File: src/rtl/spc_pkg.sv
package spc_pkg;

  // Defaults for the top-level parameters.
  localparam int MaxCols    = 512;
  localparam int SampleBits = 16;

  // Fixed field widths.
  localparam int RowLenW  = 10;
  localparam int RowCntW  = 16;
  localparam int ThreshW  = 5;
  localparam int RowOutW  = 16;
  localparam int ColOutW  = 9;
  localparam int ValueW   = 16;
  localparam int LaneCntW = 4;
  localparam int SumW     = 5;

  // Register map of the configuration port.
  localparam int PaddrW = 4;
  localparam int PdataW = 32;
  localparam logic [PaddrW-1:0] AddrRowLength     = 4'h0;
  localparam logic [PaddrW-1:0] AddrRowCount      = 4'h4;
  localparam logic [PaddrW-1:0] AddrCountThreshold = 4'h8;

  localparam logic [RowLenW-1:0] RowLengthReset      = 10'd360;
  localparam logic [RowCntW-1:0] RowCountReset       = 16'd120;
  localparam logic [ThreshW-1:0] CountThresholdReset = 5'd9;

  // What one frame lane finds in its 3x3 window.
  typedef struct packed {
    logic [LaneCntW-1:0] cnt;
    logic                ctr;
  } lane_t;

  // One result word.
  typedef struct packed {
    logic [RowOutW-1:0] row;
    logic [ColOutW-1:0] col;
    logic               core;
    logic [ValueW-1:0]  value;
  } res_t;

endpackage

File: src/rtl/spc_merge.sv
// Combines the three frame lanes: the count only stands when every frame's
// center is set, and the pixel is core when the count reaches the threshold.
module spc_merge (
  input  spc_pkg::lane_t [2:0]         lanes_i,
  input  logic [spc_pkg::ThreshW-1:0]  threshold_i,
  output logic                         core_o
);

  logic                       all_ctr;
  logic [spc_pkg::SumW-1:0]   sum;

  always_comb begin
    all_ctr = lanes_i[0].ctr & lanes_i[1].ctr & lanes_i[2].ctr;
    sum     = '0;
    if (all_ctr) begin
      sum = spc_pkg::SumW'(lanes_i[0].cnt) + spc_pkg::SumW'(lanes_i[1].cnt)
          + spc_pkg::SumW'(lanes_i[2].cnt);
    end
  end

  assign core_o = (sum >= threshold_i);

endmodule

File: config.mk
export PLATFORM = sky130hd
export DESIGN_NAME = spc_merge
export DESIGN_NICKNAME = d
export VERILOG_FILES = /design/src/rtl/spc_pkg.sv /design/src/rtl/spc_merge.sv
export SDC_FILE = /design/constraint.sdc
export NUM_CORES = 1
export LEC_CHECK = 0
export ABC_AREA = 1
export BUFFER_PORTS_ARGS = -buffer_cell sky130_fd_sc_hd__buf_2
export CORE_AREA = 2 2 39 41
export DETAILED_ROUTE_END_ITERATION = 7
export DIE_AREA = 0 0 41 43
export GPL_TIMING_DRIVEN = 0
export MAX_ROUTING_LAYER = met4
export PLACE_DENSITY = 0.54
export SLEW_MARGIN = 10
export SYNTH_ARGS = -nofsm -noshare
export SYNTH_HDL_FRONTEND = slang
export SYNTH_SLANG_ARGS = --single-unit
File: constraint.sdc
create_clock -name vclk -period 2
set_input_delay 0.1 -clock vclk [all_inputs]
set_output_delay 0.1 -clock vclk [all_outputs]
set_load 0.05 [all_outputs]
Word level (Yosys, flattened, before mapping). Cells that the tools add are included.

Add/subtract/negate cells: 2. $lt $le $gt $ge: 1. Multiplexer cells: 1. Bitwise gates (word level): 2.

Operators by type and width (number): adder 4 x 4 -> 5 bit (1); adder 5 x 4 -> 5 bit (1); >= comparator 5 bit (1); 2-to-1 mux 5 bit (1); bitwise AND 1 bit (2).

Register bits: 0. Bits of input ports: 20. Logic and storage cells: 6.

Depth between registers and ports, before layout.
Depth in word-level cells: 4. Mapped depth: 13. Depth with buffers taken out: 13.

Worst setup path after synthesis. No wires, ideal clock.

Path type: input port to output port. Start point: in lanes_i[2] (netlist name). End point: out core_o. Arrival: 2.246 ns. Required time: 1.900 ns. Path slack: -0.346 ns. Stages on the path: 11. Cells stage by stage: inv_1 fa_1 inv_1 ha_1 fa_1 xnor2_1 nor2_1 ha_1 and3_1 nand2_1 nand2_1.

Word-level cells in the longest chain between the ends: 4.

RTL lines: start: declaration (RTL line spc_merge.sv:4) `input spc_pkg::lane_t [2:0] lanes_i,`; adder 4 x 4 -> 5 bit (RTL line spc_merge.sv:16) `sum = spc_pkg::SumW'(lanes_i[0].cnt) + spc_pkg::SumW'(lanes_i[1].cnt)`; adder 5 x 4 -> 5 bit (RTL line spc_merge.sv:17) `+ spc_pkg::SumW'(lanes_i[2].cnt);`; 2-to-1 mux 5 bit (RTL line spc_merge.sv:15) `if (all_ctr) begin`; >= comparator 5 bit (RTL line spc_merge.sv:21) `assign core_o = (sum >= threshold_i);`; end: declaration (RTL line spc_merge.sv:6) `output logic core_o`.

Every way passes these cells.

Final worst setup path. Ends and elaborated chain as after synthesis.

==> summary.md <==
| Metric | Value |
|---|---|
| Die ar. | `between 1500 and 2000 um2` |
| Hold Crit Class | `primary input to primary output` |
| Num ports | `21` |
| Metal2 WL | `~410 um` |
| Startpoint types | `primary input` |
| # DRC | `0` |
| Port bufs | `21` |
| Pwr per Cell Area | `292 nW/um2` |
| Min cycle time layout | `2350 ps` |
| CP Capture Point | `core_o` |
| Peak VDD IR | `approximately 110 uV` |
| Vias | `approximately 370` |
| Max Used Layer | `met3` |
| Cts hold-fix bufs | `0` |
| Seq cells | `0` |
| Worst-path fanout max | `2` |
| Number of DRC markers in iteration 0 | `1` |
| Final period util | `118%` |
| Total GRT Usage | `9.49%` |
| PnR worst setup slack | `-350 ps` |
| Yosys warns | `0` |
| Effective utilization at floorplan | `a little over a quarter` |
| Vias in the first global route | `~330` |
| Routability cong. | `around 0.67` |
| Core ar. | `roughly 1400 um2` |
| Setup CP Type | `primary input to primary output` |
| Placed Instances | `89` |
| Failing checks | `setup timing` |
| Cell row count | `14` |
| Layout cells sized above 1 | `between 40% and 50%` |
| LEAKAGE | `between 0.3 and 0.4 nW` |
| Multi-input logic area | `between 300 and 400 um2` |
| Initial antenna violation count | `0` |
| Setup TNS | `-350 ps` |
| RSZ-0062 raised after global routing | `true` |
| Max_cap viols | `0` |
| Synthesized area | `365 um2` |
| Worst slew pin tran | `167 ps` |
| Ant. Diodes | `0` |
| Global-route wire length before repair | `approximately 1.2 mm` |
| HPWL after DPL | `roughly 700 um` |
| Status | `finished with violations` |
| Fmax achieved | `426 MHz` |
| Storage element area | `0 um2` |
| Drt first pass iters | `3` |
| Drt wl/cell | `8.10 um` |
| Cell Count, Final, Fillers Out | `90` |
| Worst setup EP type | `primary output` |
| Syn Inst Count | `52` |
| # clk buffers | `0` |
| Count of cell types in the netlist | `11` |
| Die H | `43 um` |
| Worst setup startpoint | `lanes_i[2]` |
| Final nets | `109` |
| Die width | `41 um` |
| Hold Fails Final Rpt | `0` |
| Syn Area/Cell | `7.03 um2` |
| Final slew viol count | `0` |
| Sequential area share after synthesis | `0%` |
| Post-synthesis net count | `85` |
| GRT Residual Overflow | `0` |
| Met3 WL | `approximately 32 um` |
| Post-route ant nets | `0` |
| Largest net degree at the start of global routing | `5` |
| Drt total wl | `729 um` |
| Synthesis-to-finish area growth | `50.7%` |
| Via/cell ratio | `just over 4` |
| Final setup violating endpoints | `1` |
| Slew HR | `about nine tenths` |
| Required @ worst endpoint | `1900 ps` |
| Fillers | `approximately 150` |
| M1 WL | `287 um` |
| WP data arrival | `between 2000 and 2500 ps` |
[per-stage QoR]
stage | area [um2] | hold slack (ps) | setup WS (ps) | power (mW) | utilization (%)
after floorplan | 384 | 558 | -180 | 0.0922 | -
after global placement | 509 | 814 | -461 | 0.130 | 36.8
after detailed placement | 509 | 825 | -498 | 0.139 | 36.8
after CTS | 541 | 725 | -370 | 0.158 | 39.1
after global routing | 551 | 775 | -481 | 0.184 | 39.8
final | 551 | 717 | -350 | 0.161 | 39.8
[how the worst min path moves through the flow]
stage	to	cells past startpoint	slack (ps)	startpoint
after floorplan	core_o	4	560	threshold_i[4]
after global placement	core_o	6	810	threshold_i[4]
after detailed placement	core_o	6	820	threshold_i[4]
after CTS	core_o	6	730	threshold_i[4]
after global routing	core_o	6	780	threshold_i[4]
final	core_o	6	720	threshold_i[4]
[power by group]
group          total [mW]  switching (mW)  leakage, nW  internal, mW
logic               0.161          0.0804        0.336        0.0802
clock network           0               0            0             0
registers               0               0            0             0
total               0.161          0.0804        0.336        0.0802
[routing by layer]
layer | track usage (%) | up-vias
met4 | 0 | 0
li1 | - | 197
met1 | 11.0 | 165
met2 | 18.1 | 9
met3 | 0 | 0
met5 | - | -
[cell type report]
class / count / share of cell area, %
multi-input combinational: 35 / 61.4
timing repair buffer: 22 / 23.4
inverter: 17 / 11.6
tap: 16 / 3.64
[worst max-delay path, stage by stage]
cell     delay [ps]
buf_6            70
inv_2            30
fa_1            540
inv_2            50
ha_4            150
fa_2            360
xnor2_2         140
nor2_1           90
ha_1            250
nand2_1          70
nand2_1          50
a21oi_2         160
nand2_4          60
buf_8           150
[Yosys cell counts]
library cell / count / share of area, %
a21oi_1: 2 / 2.7
and3_1: 1 / 1.7
fa_1: 5 / 27
ha_1: 8 / 27
inv_1: 17 / 17
nand2_1: 10 / 10
nand3_1: 1 / 1.4
nand3_2: 1 / 2.7
nor2_1: 5 / 5.1
o21ai_0: 1 / 1.4
xnor2_1: 1 / 2.4
[timing repair]
action	CTS	global route
endpoints found under the setup margin	1	1
resized for setup	6	3
pin swaps	4	0
buffers inserted	1	0
[kinds of logic after synthesis]
logic type | after synthesis | share of synthesized area, %
buffers and inverters | 17 | 17.5
AND/OR/NAND/NOR | 18 | 21.2
AO/OA/AOI/OAI | 3 | 4.11
adder cells (fa/ha/maj) | 13 | 54.8
XOR/XNOR | 1 | 2.40
[placed cells by master, fill, tap and decap left out]
cell,synthesis,final
buf_2,0,19
inv_1,17,14
nand2_1,10,8
ha_1,8,7
nor2_1,5,5
fa_1,5,4
inv_2,0,3
a21oi_1,2,1
nand3_1,1,1
nand3_2,1,1
xnor2_2,0,1
o21ai_0,1,1
and3_1,1,1
nand2_2,0,1
a21oi_2,0,1
nand2_4,0,1
fa_2,0,1
ha_4,0,1
buf_6,0,1
buf_8,0,1
buf_4,0,1
Power figures use the tool's default switching activity.
