`config.mk`:
```
export PLATFORM = sky130hd
export DESIGN_NAME = spc_lane
export DESIGN_NICKNAME = d
export VERILOG_FILES = /design/src/rtl/spc_pkg.sv /design/src/rtl/spc_lane.sv
export SDC_FILE = /design/constraint.sdc
export NUM_CORES = 1
export LEC_CHECK = 0
export ABC_AREA = 1
export BUFFER_PORTS_ARGS = -buffer_cell sky130_fd_sc_hd__buf_2
export CAP_MARGIN = 0
export CORE_AREA = 2 2 39 41
export DETAILED_ROUTE_END_ITERATION = 10
export DIE_AREA = 0 0 41 43
export GPL_TIMING_DRIVEN = 0
export SYNTH_ARGS = -nofsm -noshare
export SYNTH_HDL_FRONTEND = slang
export SYNTH_SLANG_ARGS = --single-unit
```
`constraint.sdc`:
```
create_clock -name vclk -period 5.75
set_clock_uncertainty 0.15 [all_clocks]
set_input_delay 0.2875 -clock vclk [all_inputs]
set_output_delay 0.2875 -clock vclk [all_outputs]
set_load 0.02 [all_outputs]
```
`src/rtl/spc_pkg.sv`:
```
package spc_pkg;

  // Defaults for the top-level parameters.
  localparam int MaxCols    = 512;
  localparam int SampleBits = 16;

  // Fixed field widths.
  localparam int RowLenW  = 10;
  localparam int RowCntW  = 16;
  localparam int ThreshW  = 5;
  localparam int RowOutW  = 16;
  localparam int ColOutW  = 9;
  localparam int ValueW   = 16;
  localparam int LaneCntW = 4;
  localparam int SumW     = 5;

  // Register map of the configuration port.
  localparam int PaddrW = 4;
  localparam int PdataW = 32;
  localparam logic [PaddrW-1:0] AddrRowLength     = 4'h0;
  localparam logic [PaddrW-1:0] AddrRowCount      = 4'h4;
  localparam logic [PaddrW-1:0] AddrCountThreshold = 4'h8;

  localparam logic [RowLenW-1:0] RowLengthReset      = 10'd360;
  localparam logic [RowCntW-1:0] RowCountReset       = 16'd120;
  localparam logic [ThreshW-1:0] CountThresholdReset = 5'd9;

  // What one frame lane finds in its 3x3 window.
  typedef struct packed {
    logic [LaneCntW-1:0] cnt;
    logic                ctr;
  } lane_t;

  // One result word.
  typedef struct packed {
    logic [RowOutW-1:0] row;
    logic [ColOutW-1:0] col;
    logic               core;
    logic [ValueW-1:0]  value;
  } res_t;

endpackage

```
`src/rtl/spc_lane.sv`:
```
// Counts the set flags of one frame's 3x3 window and reports its center flag.
// Flag order: oldest column in [8:6], middle column in [5:3], newest in [2:0];
// within a column the row above-above is bit 0 and the current row is bit 2.
module spc_lane (
  input  logic [8:0]          flags_i,
  output spc_pkg::lane_t      lane_o
);

  logic [spc_pkg::LaneCntW-1:0] cnt;

  always_comb begin
    cnt = '0;
    for (int k = 0; k < 9; k++) begin
      cnt = cnt + spc_pkg::LaneCntW'(flags_i[k]);
    end
  end

  assign lane_o.cnt = cnt;
  assign lane_o.ctr = flags_i[4];

endmodule

```
After elaboration in Yosys (flattened, before gate mapping)
Cells that the tools add are included.
{"block": "word_totals", "reg_bits": 0, "inputBits": 9, "output_inout_bits": 5, "wordCells": 8}
{"block": "classes", "addsub": 8}
{"op": "4-bit by 1-bit adder with 4-bit output", "count": 5}
{"op": "3-bit by 1-bit adder with 4-bit output", "count": 1}
{"op": "2-bit by 1-bit adder with 3-bit output", "count": 1}
{"op": "1-bit by 1-bit adder with 2-bit output", "count": 1}

Logic depth before layout (Yosys ltp)
Gate-level depths: netlist of run 1.
{"block": "depth", "word_depth": 8, "depth_mapped": 10, "mapped_depth_nobuf": 10}

Worst setup path before layout of run 1
No wires, ideal clock.
{"block": "synth_timing", "path_type": "input -> output", "from": "input port flags_i[0]", "to": "output port lane_o[3] (netlist bit)", "arrival_time_ps": 2766, "t_required_ps": 5313, "slack_ps": 2547, "stages": 9, "path_buffers": 0, "cell_sequence": "inv_1 -> fa_1 -> fa_1 -> fa_1 -> fa_1 -> fa_1 -> inv_1 -> nand2_1 -> nand2_1"}
{"item": "start: declaration", "line_no": "spc_lane.sv:5", "source": "input logic [8:0] flags_i,"}
{"item": "end: declaration", "line_no": "spc_lane.sv:6", "source": "output spc_pkg::lane_t lane_o"}

==> impl_metrics.tcl, run 1 <==
set metrics [dict create \
    status "completed" \
    crit_type "input pin to output pin" \
    nets 64 \
    wl_microns 359 \
    rsz0062_at_grt "false" \
    ctsResizeCount 0 \
    power.share.switching_pct 60.2 \
    synth_fp_nets 48 \
    crit_path_start_kind "input pin" \
    powerDensity_mw_per_mm2 196 \
    gp_congestion 0.645 \
    fin_setup_tns_ns 0 \
    grt_antenna_before_repair 0 \
    p_leak_nw 0.224 \
    syn_area_sq_um 224 \
    grt_pass1_vias 141 \
    finalPower_w 0.0000617 \
    vias 202 \
    syn_inst 32 \
    gr-usage-all-layers_pct 3.42 \
    p_int_w 0.0000246 \
    grt_pass1_wl_microns 469 \
    antenna_cells 0 \
    vdd_drop_max_uv 79.2 \
    relSlewSlack_pct 91.0 \
    regArea_sq_um 0 \
    initial_core_util_pct 16.2 \
    nClkBuffers 0 \
    via_per_inst 3.26 \
    maxCapViolations 0 \
    yosysWarnings 0 \
    combPwrFrac_pct 100.0 \
    ys_types 6 \
    io_pins 14 \
    crit_buf_inv 4 \
    final_util_pct 22.7 \
    max_freq_mhz 293 \
    switchingPower_w 0.0000371 \
    postRouteAntennaNets 0 \
    fin_crit_ns 3.41 \
    drt-wirelength-per-cell_microns 5.79 \
    cp_top_family "adder cells" \
    dieHeight_microns 43 \
    die-width_microns 41 \
    crit_path_frequent_cell "fa_1" \
    crit_required_ns 5.31 \
    worst_pin_slew_ns 0.135 \
    portBuffers 14 \
    syn_avg_cell_area_sq_um 7.00 \
    drive_above_1_share_pct 32.6 \
    die_area_sq_mm 0.00176 \
    nFlopsAndLatches 0 \
    yosysSeqAreaShare_pct 0 \
    cp_cell_sequence "buf_2 > inv_1 > fa_1 > fa_1 > fa_1 > fa_1 > fa_1 > inv_1 > nand2_1 > nand2_1 > buf_2" \
    finalSetupViolCount 0 \
    dp_hpwl_microns 352 \
    drv_slew 0 \
    hold_viol 0 \
    critPathSlowestCell "fa_1" \
    post_cts_buffers 0 \
    area_growth_pct 40.2 \
    drt_first_iter_violations 1 \
    worstPathArrival_ns 2.97 \
    worstHoldPathType "input pin to output pin" \
    overflow 0 \
    fin_crit_sh_pct 59.3 \
    firstDrtPassIters 2 \
    holdBufCountCts 0 \
    crit_fanout 2 \
    core_sq_mm 0.00138 \
    power_frac_seq_pct 0 \
    cp-end-kind "output pin" \
    grt_max_degree 5 \
    slowest_delay_ns 0.54 \
    post-route-drc-count 0 \
    fp-row-count 14 \
    p_clk_share_pct 0 \
]
[per-layer routing]
metal  track usage, %  wire length (microns)  vias to the layer above
met3                0                     34                        0
met5                0                      0                        -
met2             5.63                    175                        8
met4                0                      0                        0
met1             5.16                    148                       86
li1                 -                      -                      108
[synth_stat cells]
cell type  instances  area share [%]
nand3_1            1             2.2
fa_1               5              45
ha_1               2              11
buf_4              1             3.4
inv_1             18              30
nand2_1            5             8.4
[layout make-up]
cell class / instances / area (sq um)
buffer: 1 / 7.51
fill: 162 / 1070
multi-input combinational: 13 / 149
tap: 16 / 20.0
inverter: 18 / 67.6
timing repair buffer: 14 / 70.1
[final timing paths]
| check | from | endpoint | slack [ns] | cells past startpoint |
|---|---|---|---|---|
| min | flags_i[4] | lane_o[0] | 0.75 | 3 |
| max | flags_i[0] | lane_o[3] | 2.34 | 11 |
[cells in the final DEF (no fill, tap or decap)]
cell and n:
inv_1 18, buf_2 14, nand2_1 5, fa_1 5
ha_1 2, nand3_1 1, buf_4 1
[through the flow]
stage / area [sq um] / hold WS [ns] / setup slack [ns] / std cells
2_1_floorplan: 224 / 0.538 / 2.55 / 32
3_3_place_gp: 314 / 0.743 / 2.36 / 62
3_5_place_dp: 314 / 0.751 / 2.32 / 62
4_1_cts: 314 / 0.752 / 2.31 / 62
5_1_grt: 314 / 0.782 / 2.24 / 62
6_report: 314 / 0.748 / 2.34 / 62
[cells by family (layout without fill, tap and decap cells)]
| kind of cell | Yosys count | after routing | synth area share, % |
|---|---|---|---|
| buffers and inverters | 19 | 33 | 33.5 |
| adder cells (fa/ha/maj) | 7 | 7 | 55.9 |
| AND/OR/NAND/NOR | 6 | 6 | 10.6 |
[power groups by stage]
stage / combinational (W) / clock, W / sequential (W)
after floorplan: 0.0000439 / 0 / 0
after detailed placement: 0.0000631 / 0 / 0
final: 0.0000617 / 0 / 0
after CTS: 0.0000636 / 0 / 0
after global placement: 0.0000618 / 0 / 0
after global routing: 0.0000704 / 0 / 0
No activity file was read; power rests on OpenSTA's default activity.
==> run 2: changes to the inputs <==
--- a/config.mk
+++ b/config.mk
@@ -5,7 +5,7 @@
 export SDC_FILE = /design/constraint.sdc
 export NUM_CORES = 1
 export LEC_CHECK = 0
-export ABC_AREA = 1
+export ABC_AREA = 0
 export BUFFER_PORTS_ARGS = -buffer_cell sky130_fd_sc_hd__buf_2
 export CAP_MARGIN = 0
 export CORE_AREA = 2 2 39 41
==> constraint.sdc (replaced) <==
create_clock -name vclk -period 3.3
set_clock_uncertainty 0.15 [all_clocks]
set_input_delay 0.165 -clock vclk [all_inputs]
set_output_delay 0.165 -clock vclk [all_outputs]
set_load 0.02 [all_outputs]
==> run 2 against run 1 <==
Net effect:
- via count shrank 12%
- critical endpoint unchanged
- global-route usage grew 0.71 points
- synthesized cell count shrank 19%
- critical path depth fell by 2
- largest cell class unchanged
- core utilization decreased by 0.18 points
==> impl_metrics.tcl, run 2 <==
set metrics [dict create \
    antenna_cells 0 \
    initial_core_util_pct 15.8 \
    most-common-layout-cells "inv_1, buf_2, fa_1" \
    grt_antenna_before_repair 0 \
    p_leak_nw 0.204 \
    gp_congestion 0.620 \
    fin_crit_sh_pct 94.6 \
    fp-row-count 14 \
    nFlopsAndLatches 0 \
    die-width_microns 41 \
    post_dp_cell_area_sq_um 309 \
    gr-usage-all-layers_pct 4.13 \
    syn_avg_cell_area_sq_um 8.42 \
    nets 58 \
    cp_top_family "adder cells" \
    synthMostInstantiatedCell "inv_1" \
    core_sq_mm 0.00138 \
    crit_fanout 2 \
    holdCritStartpoint "flags_i[4]" \
    postRouteAntennaNets 0 \
    crit_required_ns 2.98 \
    fin_crit_ns 3.12 \
    area_growth_pct 42.3 \
    wl_microns 327 \
    finalSetupViolCount 0 \
    vias 177 \
    post_cts_buffers 0 \
    drt_first_iter_violations 4 \
    relSlewSlack_pct 92.2 \
    worstPathArrival_ns 2.81 \
    portBuffers 14 \
    post-route-drc-count 0 \
    status "completed" \
    syn_inst 26 \
    drv_slew 0 \
    firstDrtPassIters 2 \
    ctsResizeCount 0 \
    synth_fp_nets 42 \
    synth_top_area_share_pct 45.7 \
    crit_path_frequent_cell "fa_1" \
    setup_slack_ns 0.178 \
    worstHoldPathType "input pin to output pin" \
    nClkBuffers 0 \
    powerDensity_mw_per_mm2 367 \
    grt_pass1_vias 142 \
    max_freq_mhz 320 \
    dp_hpwl_microns 316 \
    fin_area_sq_um 312 \
    slowest_delay_ns 0.55 \
    layout_commonest_cell "inv_1" \
    holdBufCountCts 0 \
    grt_max_degree 3 \
    via_per_inst 3.16 \
    yosysWarnings 0 \
    synth.area.top_cells "fa_1, inv_1, ha_1" \
    numPlacedInstances 56 \
    rsz0062_at_grt "false" \
    yosysTopAreaCell "fa_1" \
    yosysSeqAreaShare_pct 0 \
    pre_cts_ws_ns 0.0960 \
    startpoint "flags_i[0]" \
    hold_viol 0 \
    dieHeight_microns 43 \
    overflow 0 \
    ys_types 7 \
    regArea_sq_um 0 \
    crit_path_start_kind "input pin" \
    syn_area_sq_um 219 \
    cp_cell_sequence "buf_2 > inv_1 > fa_1 > fa_1 > fa_1 > fa_2 > fa_1 > xnor2_1 > buf_2" \
    ys_top_cells_by_count "inv_1, fa_1, ha_1" \
    grt_pass1_wl_microns 552 \
    fin_setup_tns_ns 0 \
    stdcell_count 56 \
    worst_pin_slew_ns 0.117 \
    io_pins 14 \
    die_area_sq_mm 0.00176 \
    drt-wirelength-per-cell_microns 5.84 \
    vdd_drop_max_uv 101 \
    maxCapViolations 0 \
    crit_buf_inv 3 \
    drive_above_1_share_pct 42.5 \
    cp-end-kind "output pin" \
    crit_type "input pin to output pin" \
    critPathSlowestCell "fa_1" \
]
## run 2: cell types whose count changed after synthesis, sizes merged
cell	previous run	this run
inv	18	15
nand2	5	0
nand3	1	0
nor2b	0	1
o21a	0	1
xnor2	0	1
## run 2: metrics by stage
step	total power (W)	utilization [%]	hold slack, ns
after floorplan	0.0000836	-	0.293
after global placement	0.000115	22.3	0.498
after detailed placement	0.000115	22.3	0.503
final	0.000114	22.5	0.502
after CTS	0.000116	22.3	0.504
after global routing	0.000133	22.5	0.543
## run 2: worst paths after layout
| path | cells after the start | endpoint |
|---|---|---|
| setup / recovery | 9 | lane_o[3] |
| hold / removal | 3 | lane_o[0] |
## run 2: cell type report
class	instances	area, sq um
Fill cell	159	1070
Multi-Input combinational cell	10	158
Timing Repair Buffer	14	70.1
Inverter	15	56.3
Tap cell	16	20.0
Buffer	1	7.51
## run 2: layer usage
layer / vias up / part of all wire (%) / global-route usage [%]
met3: 0 / 14 / 0
met4: 0 / 0 / 0
met5: - / 0 / 0
met2: 10 / 44 / 5.31
met1: 74 / 42 / 7.79
li1: 93 / - / -
## run 2: kinds of logic after synthesis
family,Yosys count,share of synthesized area [%]
AOI/OAI and AO/OA,1,3.43
buffers and inverters,16,29.1
and+or+nand+nor,1,6.28
adders and majority gates,7,57.1
xor gates and xnor gates,1,4.00
## run 2: report_power, final
part           internal, W  switching [W]  total (W)
Combinational    0.0000503      0.0000642   0.000114
Clock                    0              0          0
Sequential               0              0          0
## run 2: worst min-delay path, cell delays in order
cell and delay [ns]:
buf_2 0.09, buf_4 0.09, buf_2 0.15
==> run 3: changes to the inputs <==
==> constraint.sdc (replaced) <==
create_clock -name vclk -period 2.89
set_clock_uncertainty 0.15 [all_clocks]
set_input_delay 0.1445 -clock vclk [all_inputs]
set_output_delay 0.1445 -clock vclk [all_outputs]
set_load 0.02 [all_outputs]
==> run 3 against run 2 <==
Net effect:
- the run now ends with negative setup slack left
- power rose by 56%
- via count rose by 0.56%
- sequential share of layout area did not move
- critical path type unchanged
==> impl_metrics.tcl, run 3 (synthesis gave the netlist of run 2 again) <==
set metrics [dict create \
    drive_above_1_share_pct 56.1 \
    gp_congestion 0.572 \
    nClkBuffers 0 \
    area_growth_pct 65.1 \
    grt_max_degree 3 \
    nFlopsAndLatches 0 \
    vias 178 \
    crit_fanout 2 \
    crit_path_start_kind "input pin" \
    grt_antenna_before_repair 0 \
    critPathSlowestCell "fa_1" \
    overflow 0 \
    cp-end-kind "output pin" \
    worstPathArrival_ns 2.72 \
    dp_hpwl_microns 304 \
    met3WireLength_microns 23 \
    slowest_delay_ns 0.54 \
    drt_first_iter_violations 0 \
    drt-wirelength-per-cell_microns 5.47 \
    finalPower_w 0.000179 \
    via_per_inst 3.12 \
    crit_path_frequent_cell "fa_1" \
    route.met2.wl_microns 174 \
    drv_slew 0 \
    gr-usage-all-layers_pct 3.12 \
    worstHoldPathType "input pin to output pin" \
    cp_top_family "adder cells" \
    holdBufCountCts 0 \
    p_leak_nw 0.217 \
    top_layer "met3" \
    nets 59 \
    maxCapViolations 0 \
    final_util_pct 26.1 \
    met1_length_microns 114 \
    crit_type "input pin to output pin" \
    antenna_cells 0 \
    die-width_microns 41 \
    dieHeight_microns 43 \
    numPlacedInstances 56 \
    status "finished, violations left" \
    cp_cell_sequence "buf_6 > inv_2 > fa_1 > fa_1 > fa_1 > fa_2 > fa_2 > inv_2 > buf_6" \
    worst_pin_slew_ns 0.211 \
    crit_buf_inv 4 \
    stdcell_count 57 \
    crit_required_ns 2.60 \
    fin_crit_ns 3.01 \
    post-route-drc-count 0 \
    fp-row-count 14 \
    die_area_sq_mm 0.00176 \
    hold_viol 0 \
    regArea_sq_um 0 \
    rsz0062_at_grt "true" \
    max_freq_mhz 332 \
    grt_pass1_vias 135 \
    finalSetupViolCount 2 \
    core_sq_mm 0.00138 \
    firstDrtPassIters 1 \
    portBuffers 14 \
    vdd_drop_max_uv 109 \
    relSlewSlack_pct 85.9 \
    wl_microns 312 \
    setup_slack_ns -0.120 \
    io_pins 14 \
    layout_commonest_cell "inv_1" \
    grt_pass1_wl_microns 420 \
    postRouteAntennaNets 0 \
    initial_core_util_pct 15.8 \
    powerDensity_mw_per_mm2 494 \
    violations "negative setup slack" \
    fin_crit_sh_pct 104 \
    most-common-layout-cells "inv_1, buf_2" \
]
run 3: through the flow:
step	worst slack [ns]	cell area, sq um	hold slack [ns]	TNS (ns)
final	-0.120	362	0.459	-0.240
after global routing	-0.166	362	0.485	-0.331
after CTS	-0.138	359	0.462	-0.273
after detailed placement	-0.222	333	0.461	-0.432
after global placement	-0.226	333	0.458	-0.441
after floorplan	-0.0135	243	0.252	-0.0135
run 3: path summary, 6_finish.rpt:
check	from	end	slack, ns	cells after the start
setup / recovery	flags_i[0]	lane_o[2]	-0.12	9
hold / removal	flags_i[4]	lane_o[0]	0.46	3
run 3: what timing repair did:
action	in CTS	in global routing
buffers inserted	1	0
setup endpoints to repair	2	3
gates cloned	0	0
pin swaps	0	0
gates resized for setup	7	2
run 3: worst min-delay path, cell delays in order:
cell	delay, ns
buf_2	0.09
buf_4	0.09
buf_2	0.15
run 3: layer usage:
layer / track usage [%] / vias to the layer above
met2: 6.25 / 7
met1: 3.56 / 76
met4: 0 / 0
met5: 0 / -
met3: 0 / 0
li1: - / 95
run 3: cell type report:
type	count	area, sq um
plain buffers	1	7.51
fillers	157	1020
inverters	15	56.3
multi-input cells	10	179
well taps	16	20.0
repair buffers	15	98.8
run 3: report_power, final:
part	switching (W)	internal, W	total [W]
clock network	0	0	0
logic	0.0000845	0.0000940	0.000179
registers	0	0	0
total	0.0000845	0.0000940	0.000179
