[config.mk]
export PLATFORM = sky130hd
export DESIGN_NAME = spc_ram
export DESIGN_NICKNAME = d
export VERILOG_FILES = /design/src/rtl/spc_ram.sv
export SDC_FILE = /design/constraint.sdc
export NUM_CORES = 1
export LEC_CHECK = 0
export ABC_AREA = 0
export BUFFER_PORTS_ARGS = -buffer_cell sky130_fd_sc_hd__buf_2
export CAP_MARGIN = 20
export CORE_UTILIZATION = 65
export DETAILED_ROUTE_END_ITERATION = 6
export GPL_TIMING_DRIVEN = 0
export PLACE_DENSITY_LB_ADDON = 0.25
export SYNTH_ARGS = -nofsm -noshare
export SYNTH_HDL_FRONTEND = slang
export SYNTH_SLANG_ARGS = --single-unit
[constraint.sdc]
create_clock -name clk_i -period 5.2 [get_ports clk_i]
set_input_delay 0.78 -clock clk_i [delete_from_list [all_inputs] [get_ports clk_i]]
set_output_delay 0.78 -clock clk_i [all_outputs]
set_load 0.05 [all_outputs]
[src/rtl/spc_ram.sv]
module spc_ram #(
  parameter int Width = 8,
  parameter int Depth = 16
) (
  input  logic                     clk_i,
  input  logic                     we_i,
  input  logic [$clog2(Depth)-1:0] waddr_i,
  input  logic [Width-1:0]         wdata_i,
  input  logic                     re_i,
  input  logic [$clog2(Depth)-1:0] raddr_i,
  output logic [Width-1:0]         rdata_o
);

  logic [Width-1:0] mem_q [Depth];
  logic [Width-1:0] rdata_q;

  always_ff @(posedge clk_i) begin
    if (we_i) begin
      mem_q[waddr_i] <= wdata_i;
    end
    if (re_i) begin
      rdata_q <= mem_q[raddr_i];
    end
  end

  assign rdata_o = rdata_q;

endmodule

# Word level (Yosys, flattened, before mapping)
# Memory sizes are Yosys's and may differ from the RTL's. A register that Yosys moved wholly into a read port is not among the register bits.
# Index checks and enable logic that the tools add are counted.
# op_classes
n_mux	2
# ops
op	count
$mux W1	2
# totals
elab_cells	3
memories	1
output_inout_bits	8
regBits	0
mem_bits_rw	128
# memory_table
memory	words	word_bits	read_ports	rd_ports_with_merged_regs	write_ports	line_no	text
mem_q	16	8	1	1	1	14	logic [Width-1:0] mem_q [Depth];

# Logic depth before layout (Yosys ltp)
# Gate-level depths: netlist of the first run.
# logic_depth
depth_word	2
ltp_mapped	5
ltp_nobuf	3

# Worst setup path after synthesis of the first run
# No wires, ideal clock.
# synth_timing
kind	input to register
from	input waddr_i[2]
to	memory mem_q[0][0], enable pin
t_required_ns	4.817
cell_stages	2
setup_slack_ns	2.927
path_buffers	0
arrival_time_ns	1.890
cell_sequence	or3b_2 -> nor3_1
# synth_lines
item	line_no	text
start, declared	7	input logic [$clog2(Depth)-1:0] waddr_i,
end, declared	14	
# Straight into the memory's write port.

# Final worst setup path of the first run
# layout_timing
from	input waddr_i[2]
to	memory mem_q[3][1], enable pin
# Straight into the memory's write port.

==> reports/results.ini, run 1 <==
[floorplanning]
start_util = 0.6730
die_h_um = 91.68
coreArea_sq_um = 7767
dieArea_sq_um = 8405
rows = 32
fp.dieW_um = 91.68
io_pins = 27

[final_layout]
layout.nets = 296
drive_above_1_share = 0.2966
final_cell_mix = 136 x edfxtp_1, 29 x buf_2, 18 x mux4_2, 16 x a22oi_1, 16 x clkbuf_16
fin_util = 0.7772
area_growth_pct = 15.49
antenna_cells = 0
final_common_cell = edfxtp_1

[worst_setup_path]
critPathLaunch = waddr_i[2]
crit_arrival_ns = 2.12
slowest_delay_ns = 0.68
r2r-end = rdata_o[2]$_DFFE_PP_
critPathKind = input port to register
critPathTopFamily = simple AND/OR/NAND/NOR gates
cp_num_cells = 3
r2r.worst_path.cells = 3
rrSetupSlack_ns = 3.62
critPathCapture = mem_q[3][1]$_DFFE_PP_
required_ns = 5.32
crit_buf_inv = 1
path_cells = buf_2 -> or3b_2 -> nor2_1
slowest_stage = nor2_1
end_kind = register
crit_fanout = 8
r2r-start = mem_q[6][2]$_DFFE_PP_
critPathLaunchType = input port

[outcome]
status = finished, final reports clean

[timing]
setup_slack_ns = 3.207
hold_slack_ns = 0.6285
maxSlewHeadroom = 0.4259
period_share = 0.3832
finClkSkew_ns = 0.009713
rsz0062_at_grt = false
period_minus_slack_ns = 1.993
finalSetupTns_ns = 0
hold_viol = 0
drv_slew = 0
fmax_mhz = 501.8
setup_viol_count_final = 0
worstMarginPinSlew_ns = 0.8579

[logic_synthesis]
ys_ff_latch = 136
avgSynthCellArea_sq_um = 22.83
yosysWarnings = 0
synth_cell_types = 18
ys_seq_area_frac = 0.7812
syn_inst = 229
yosys.area.top_type = edfxtp_1
synth_area_leaders = edfxtp_1 78%, mux4_2 7.8%, mux4_1 7.0%
synth_area_sq_um = 5228
async_reset_ff_frac = 0
syn-num-nets = 248
synth_enable_flop_cells = 136
synth_top_area_frac = 0.7812
synth-main-ff-cell = edfxtp_1

[global_route]
overflow = 0
grt_pass1_wl_mm = 15.61
grt_max_degree = 17
antenna_found_initial = 0
grt_usage = 0.2777
grt_pass1_vias = 2636

[detailed_routing]
wl_mm = 10.60
dr.pass1.iters = 5
viasPerCell = 6.829
drtAntennaViolNets = 0
routed-via-count = 2677
drc = 0
wire_per_inst_um = 27.04
drtIter0Drc = 330

[power_and_ir_drop]
p_per_area_nw_per_um2 = 401.9
ir_drop_mv = 0.2757
p_leak_nw = 2.020

[clocking]
clkSinkCount = 136
h-tree-depth = 4
clk_latency_ns = 0.50
tritoncts = yes
cts_max_path_buffers = 2
cts_setup_buffers = 0
root_buffer = clkbuf_8
hold_buffers = 0
clk_pin_slew_ns = 0.06
cts_resized = 0
cts_buffers = 17

[placement]
hpwl_mm = 6.312
gp_congestion = 0.7260
post-place-ws_ns = 2.716
port_buffers = 25

[hold_path]
hold_class = input port to register
hold_depth = 1

[job]
maxCapViolations = 0

## flip-flops by register name, indices dropped and copies added, names as in the netlist
register	cells
rdata_o	8
mem_q	128
## layout make-up
class | instances | area, sq um
Buffer | 10 | 86.33
Clock buffer | 19 | 421.7
Clock inverter | 13 | 107.6
Fill cell | 397 | 1730
Multi-Input combinational cell | 83 | 1057
Sequential cell | 136 | 4084
Tap cell | 102 | 127.6
Timing Repair Buffer | 29 | 152.6
## cells in the mapped netlist, types with 2 or more instances
library cell     number
a22oi_1              16
buf_2                 3
buf_6                 3
clkdlybuf4s25_2       3
edfxtp_1            136
mux4_1               14
mux4_2               18
nand2_1               9
nand2b_1              2
nand3b_1              2
nor2_1               13
nor3_1                4
## cells by family (layout without fill, tap and decap cells)
logic type	count (synthesis)	after routing	share of synthesized area
flip-flops	136	136	0.7812
AND/OR/NAND/NOR	35	35	0.03136
multiplexers	32	32	0.1479
AO/OA/AOI/OAI	16	16	0.02298
buffers and inverters	10	71	0.01651
## routing by layer
metal  wire length, um  GRT usage  part of all wire
met1              4122     0.3884              0.39
met2              5240     0.4286              0.49
met3               904    0.06551             0.085
met4               331     0.1217             0.031
met5                 0          0                 0
## per-stage QoR
stage / instance area [sq um] / total power, W / instances
2_1_floorplan: 5228 / 0.001344 / 229
3_3_place_gp: 5480 / 0.001391 / 356
3_5_place_dp: 5508 / 0.001397 / 360
4_1_cts: 6037 / 0.002436 / 392
5_1_grt: 6037 / 0.002491 / 392
6_report: 6037 / 0.002426 / 392
## report_power, final
group / internal [W] / switching (W)
clock network: 0.000627 / 0.000419
logic: 0.0000482 / 0.0000891
registers: 0.00124 / 0.00000672
## how the worst min path moves through the flow
| stage | to | start |
|---|---|---|
| floorplan | rdata_o[0]$_DFFE_PP_ | mem_q[7][0]$_DFFE_PP_ |
| global placement | rdata_o[2]$_DFFE_PP_ | mem_q[11][2]$_DFFE_PP_ |
| detailed placement | rdata_o[2]$_DFFE_PP_ | mem_q[10][2]$_DFFE_PP_ |
| CTS | rdata_o[2]$_DFFE_PP_ | re_i |
| global route | rdata_o[2]$_DFFE_PP_ | re_i |
| finish | rdata_o[2]$_DFFE_PP_ | re_i |
Note: power is estimated with default switching activity, not from simulation.
==> run 2, diff against run 1 <==
--- a/config.mk
+++ b/config.mk
@@ -5,10 +5,10 @@
 export SDC_FILE = /design/constraint.sdc
 export NUM_CORES = 1
 export LEC_CHECK = 0
-export ABC_AREA = 0
+export ABC_AREA = 1
 export BUFFER_PORTS_ARGS = -buffer_cell sky130_fd_sc_hd__buf_2
 export CAP_MARGIN = 20
-export CORE_UTILIZATION = 65
+export CORE_UTILIZATION = 55
 export DETAILED_ROUTE_END_ITERATION = 6
 export GPL_TIMING_DRIVEN = 0
 export PLACE_DENSITY_LB_ADDON = 0.25
==> constraint.sdc (replaced) <==
create_clock -name clk_i -period 1.67 [get_ports clk_i]
set_input_delay 0.2505 -clock clk_i [delete_from_list [all_inputs] [get_ports clk_i]]
set_output_delay 0.2505 -clock clk_i [all_outputs]
set_load 0.05 [all_outputs]
==> run 2 against run 1 <==
Net effect:
- utilization down 12 points
- clock-buffer cell count fell by 2
- sequential power grew to 3.1 times the previous value
- area after synthesis is 12% higher
- via count grew 48%
- cell area rose by 12%
- clock power rose to 3.7 times the previous value
- critical path depth decreased by 2
- flip-flop and latch count did not move
- die area increased by 31%
- non-clock buffer count grew 8
- first-iteration DRC count rose by 46%
- critical path type is now register to output pin
==> reports/results.ini, run 2 <==
[power_and_ir_drop]
power_w = 0.008294
seq_power_share = 0.466
p_per_area_nw_per_um2 = 1229
power_switching_w = 0.001877
swShare = 0.2263
intPower_w = 0.006417
p_comb_frac = 0.066
p_leak_nw = 2.914
ir_drop_mv = 0.7612
clockPowerShare = 0.468

[clocking]
h-tree-depth = 4
tritoncts = yes
root_buffer = clkbuf_8
cts_max_path_buffers = 2
clk_pin_slew_ns = 0.06
cts_buffers = 17
hold_buffers = 0
cts_setup_buffers = 0
clkSinkCount = 136
clk_latency_ns = 0.54
cts_resized = 0

[worst_setup_path]
critPathKind = register to output pin
critPathTopFamily = flip-flops
crit_buf_inv = 1
critPathLaunchType = register
end_kind = output pin
required_ns = 1.42
slowest_delay_ns = 0.33
path_cells = buf_2
crit_arrival_ns = 1.13
crit_fanout = 1
slowest_stage = edfxtp_1

[timing]
period_minus_slack_ns = 1.380
fmax_mhz = 724.7
maxSlewHeadroom = 0.3724
setup_viol_count_final = 0
hold_viol = 0
period_share = 0.8263
finClkSkew_ns = 0.003126
worstMarginPinSlew_ns = 0.9380
rsz0062_at_grt = false
drv_slew = 0

[logic_synthesis]
synth_cell_types = 11
yosysMostFrequentCell = nand2_1
ys_seq_area_frac = 0.6985
synth_area_sq_um = 5847
yosysWarnings = 0
synth_top_area_frac = 0.6985
syn-num-nets = 570
ys_ff_latch = 136
avgSynthCellArea_sq_um = 10.61
synth_enable_flop_cells = 136
synth_top_cells_by_count = 173 x nand2_1, 136 x edfxtp_1, 100 x inv_1, 97 x nand3_1, 17 x nor2_1
async_reset_ff_frac = 0
syn_inst = 551
synth_area_leaders = edfxtp_1 70%, nand2_1 11%, nand3_1 8.3%
synth-main-ff-cell = edfxtp_1
yosys.area.top_type = edfxtp_1

[floorplanning]
fp.dieW_um = 105.1
dieArea_sq_um = 11050
io_pins = 27
rows = 37
die_h_um = 105.1
coreArea_sq_um = 10320
start_util = 0.5664

[final_layout]
top_register = mem_q
final_common_cell = nand2_1
largest_register_ffs = 128
design_area_sq_um = 6749
final_cell_mix = 173 x nand2_1, 136 x edfxtp_1, 100 x inv_1, 97 x nand3_1, 36 x buf_2
layout.nets = 612
drive_above_1_share = 0.1304
area_growth_pct = 15.43
antenna_cells = 0

[detailed_routing]
viasPerCell = 5.326
routed-via-count = 3952
wire_per_inst_um = 18.92
drc = 0
drtAntennaViolNets = 0
wl_mm = 14.04
drtIter0Drc = 482
dr.pass1.iters = 5

[placement]
hpwl_mm = 8.949
placed_area_sq_um = 6132
gp_congestion = 0.9349
port_buffers = 23

[global_route]
grt_pass1_vias = 3806
grt_usage = 0.2790
overflow = 0
grt_max_degree = 17
grt_pass1_wl_mm = 21.53
antenna_found_initial = 0

[outcome]
status = finished, final reports clean

[hold_path]
hold_class = input port to register

[job]
maxCapViolations = 0

run 2: cell types whose count changed after synthesis, moves of 4 or more:
cell	previous run	this run
nor3_1	4	0
a22oi_1	16	0
mux4_1	14	0
inv_1	0	100
buf_2	3	13
nand2_1	9	173
mux4_2	18	0
nand3_1	1	97
nor2_1	13	17
run 2: through the flow:
step | util | cells | hold WS [ns] | setup TNS, ns | setup slack [ns]
after floorplan | - | 551 | 0.3494 | 0 | 0.4687
after global placement | 0.5940 | 710 | 0.6102 | -1.216 | -0.07823
after detailed placement | 0.5940 | 710 | 0.6137 | -2.259 | -0.1319
after CTS | 0.6537 | 742 | 0.05732 | 0 | 0.2825
after global routing | 0.6537 | 742 | 0.07702 | 0 | 0.2693
final | 0.6537 | 742 | 0.06001 | 0 | 0.2901
run 2: path summary, 6_finish.rpt:
check / startpoint / to / slack, ns / cells past startpoint
setup / recovery: rdata_o[1]$_DFFE_PP_ / rdata_o[1] / 0.29 / 1
hold / removal: re_i / rdata_o[5]$_DFFE_PP_ / 0.06 / 1
setup reg to reg: mem_q[3][3]$_DFFE_PP_ / rdata_o[3]$_DFFE_PP_ / 0.48 / 6
hold reg to reg: mem_q[3][1]$_DFFE_PP_ / rdata_o[1]$_DFFE_PP_ / 0.77 / 6
run 2: cell families (layout without fill, tap and decap cells):
kind of cell / after synthesis / count (layout) / synth area share
simple gates: 289 / 289 / 0.2076
flops: 136 / 136 / 0.6985
buf+inv: 126 / 181 / 0.09394
run 2: final cells by class:
| type | instances | area (sq um) |
|---|---|---|
| clock inverters | 15 | 202.7 |
| well taps | 136 | 170.2 |
| multi-input cells | 289 | 1214 |
| plain buffers | 24 | 166.4 |
| inverters | 102 | 382.9 |
| clock buffers | 17 | 414.1 |
| repair buffers | 23 | 115.1 |
| fillers | 768 | 3575 |
| flip-flops and latches | 136 | 4084 |
run 2: metal layers:
layer / vias up / global-route usage / routed length, um
met1: 1830 / 0.3911 / 5784
met2: 227 / 0.4219 / 6541
li1: 1864 / - / -
met4: 0 / 0.1127 / 336
met3: 31 / 0.06862 / 1379
met5: - / 0 / 0
run 2: power by group through the flow:
stage,Sequential [W],Clock [W],Combinational (W)
floorplan,0.00399,0,0.000270
global placement,0.00393,0,0.000529
detailed placement,0.00393,0,0.000540
CTS,0.00386,0.00388,0.000548
global route,0.00387,0.00400,0.000596
finish,0.00386,0.00388,0.000550
==> run 3, diff against run 2 <==
==> constraint.sdc (replaced) <==
create_clock -name clk_i -period 1.2 [get_ports clk_i]
set_input_delay 0.18 -clock clk_i [delete_from_list [all_inputs] [get_ports clk_i]]
set_output_delay 0.18 -clock clk_i [all_outputs]
set_load 0.05 [all_outputs]
==> run 3 against run 2 <==
Net effect:
- the run now ends with negative setup slack left
- non-clock buffer count rose by 1
- worst setup slack got worse by 0.36 ns
- sequential share of layout area decreased by 0.95 points
- flip-flop and latch count did not move
- clock skew is essentially flat
- largest cell class unchanged
==> reports/results.ini, run 3 (synthesis results as in run 2) <==
[outcome]
status = finished, violations left
violations = negative setup slack

[floorplanning]
coreArea_sq_um = 10320
rows = 37
io_pins = 27
die_h_um = 105.1
start_util = 0.5664
dieArea_sq_um = 11050
fp.dieW_um = 105.1

[timing]
hold_slack_ns = 0.07502
period_share = 1.061
drv_slew = 0
setup_viol_count_final = 8
worstMarginPinSlew_ns = 0.9159
hold_viol = 0
finClkSkew_ns = 0.003564
finalSetupTns_ns = -0.4654
setup_slack_ns = -0.07281
fmax_mhz = 785.7
maxSlewHeadroom = 0.3871
rsz0062_at_grt = true
period_minus_slack_ns = 1.273

[worst_setup_path]
crit_fanout = 1
slowest_stage = edfxtp_1
end_kind = output pin
path_cells = buf_6
r2r-start = mem_q[6][6]$_DFFE_PP_
critPathKind = register to output pin
required_ns = 1.02
slowest_delay_ns = 0.39
critPathLaunch = rdata_o[1]$_DFFE_PP_
crit_arrival_ns = 1.09
critPathLaunchType = register
crit_buf_inv = 1
critPathTopFamily = flip-flops

[final_layout]
layout.nets = 613
top_register = mem_q
final_common_cell = nand2_1
drive_above_1_share = 0.1499
largest_register_ffs = 128
antenna_cells = 0
final_cell_mix = 172 x nand2_1, 136 x edfxtp_1, 99 x inv_1, 89 x nand3_1, 28 x buf_2
fill_cells = 755
area_growth_pct = 17.27
layout.cells.non_filler = 743

[detailed_routing]
dr.pass1.iters = 5
drc = 0
drtIter0Drc = 444
wire_per_inst_um = 18.92
viasPerCell = 5.363
routed-via-count = 3985
wl_mm = 14.06
drtAntennaViolNets = 0

[global_route]
grt_max_degree = 17
overflow = 0
grt_pass1_wl_mm = 21.60
grt_usage = 0.2797
grt_pass1_vias = 3823
antenna_found_initial = 0

[job]
maxCapViolations = 0

[clocking]
clk_pin_slew_ns = 0.06
root_buffer = clkbuf_8
h-tree-depth = 4
clkSinkCount = 136
cts_buffers = 17
tritoncts = yes
clk_latency_ns = 0.53
cts_max_path_buffers = 2

[placement]
port_buffers = 23
dp.cells = 710
hpwl_mm = 8.949
gp_congestion = 0.9349

[power_and_ir_drop]
p_per_area_nw_per_um2 = 1687
p_leak_nw = 2.950
power_w = 0.01157
ir_drop_mv = 1.064

[hold_path]
hp-start = wdata_i[7]
hold_class = input port to register

==> run 3: cell count changes in the layout (fill, tap and decap cells not counted), sizes merged <==
| cell | delta |
|---|---|
| dlygate4sd3 | +1 |
==> run 3: per-stage QoR <==
step / setup slack [ns] / utilization / instance area [sq um]
3_3_place_gp: -0.4777 / 0.5940 / 6132
3_5_place_dp: -0.5314 / 0.5940 / 6132
5_1_grt: -0.09766 / 0.6642 / 6857
4_1_cts: -0.08485 / 0.6596 / 6809
6_report: -0.07281 / 0.6642 / 6857
2_1_floorplan: 0.06916 / - / 5847
==> run 3: area by class of cell <==
cell class	count	area, sq um	share of cell area
tap	136	170.2	0.02482
clock buffer	17	414.1	0.06040
sequential	136	4084	0.5956
timing repair buffer	24	175.2	0.02555
clock inverter	15	202.7	0.02956
inverter	102	382.9	0.05584
multi-input combinational	289	1261	0.1839
buffer	24	166.4	0.02427
==> run 3: per-layer routing <==
layer  vias to the layer above  track usage  share of wire  wire (um)
met4                         0       0.1127          0.023        328
met1                      1875       0.3919           0.41       5807
li1                       1870            -              -          -
met3                        28      0.06862          0.091       1277
met2                       212       0.4234           0.47       6646
met5                         -            0              0          0
==> run 3: report_power, final <==
group	switching [W]	internal (W)	leakage [nW]
Sequential	0.0000301	0.00535	1.24
Combinational	0.000579	0.000234	1.43
Clock	0.00200	0.00338	0.288
==> run 3: worst paths after layout <==
path | end | slack, ns | cells past startpoint
worst max-delay path | rdata_o[1] | -0.07 | 1
worst min-delay path | mem_q[5][7]$_DFFE_PP_ | 0.08 | 1
worst max register to register | rdata_o[6]$_DFFE_PP_ | 0.03 | 6
worst min register to register | rdata_o[1]$_DFFE_PP_ | 0.77 | 6
==> run 3: repair_timing <==
action	4_1_cts	5_1_grt
hold buffers	1	0
hold endpoints to repair	8	0
endpoints found under the setup margin	8	29
setup buffers	0	0
gates resized for setup	16	12
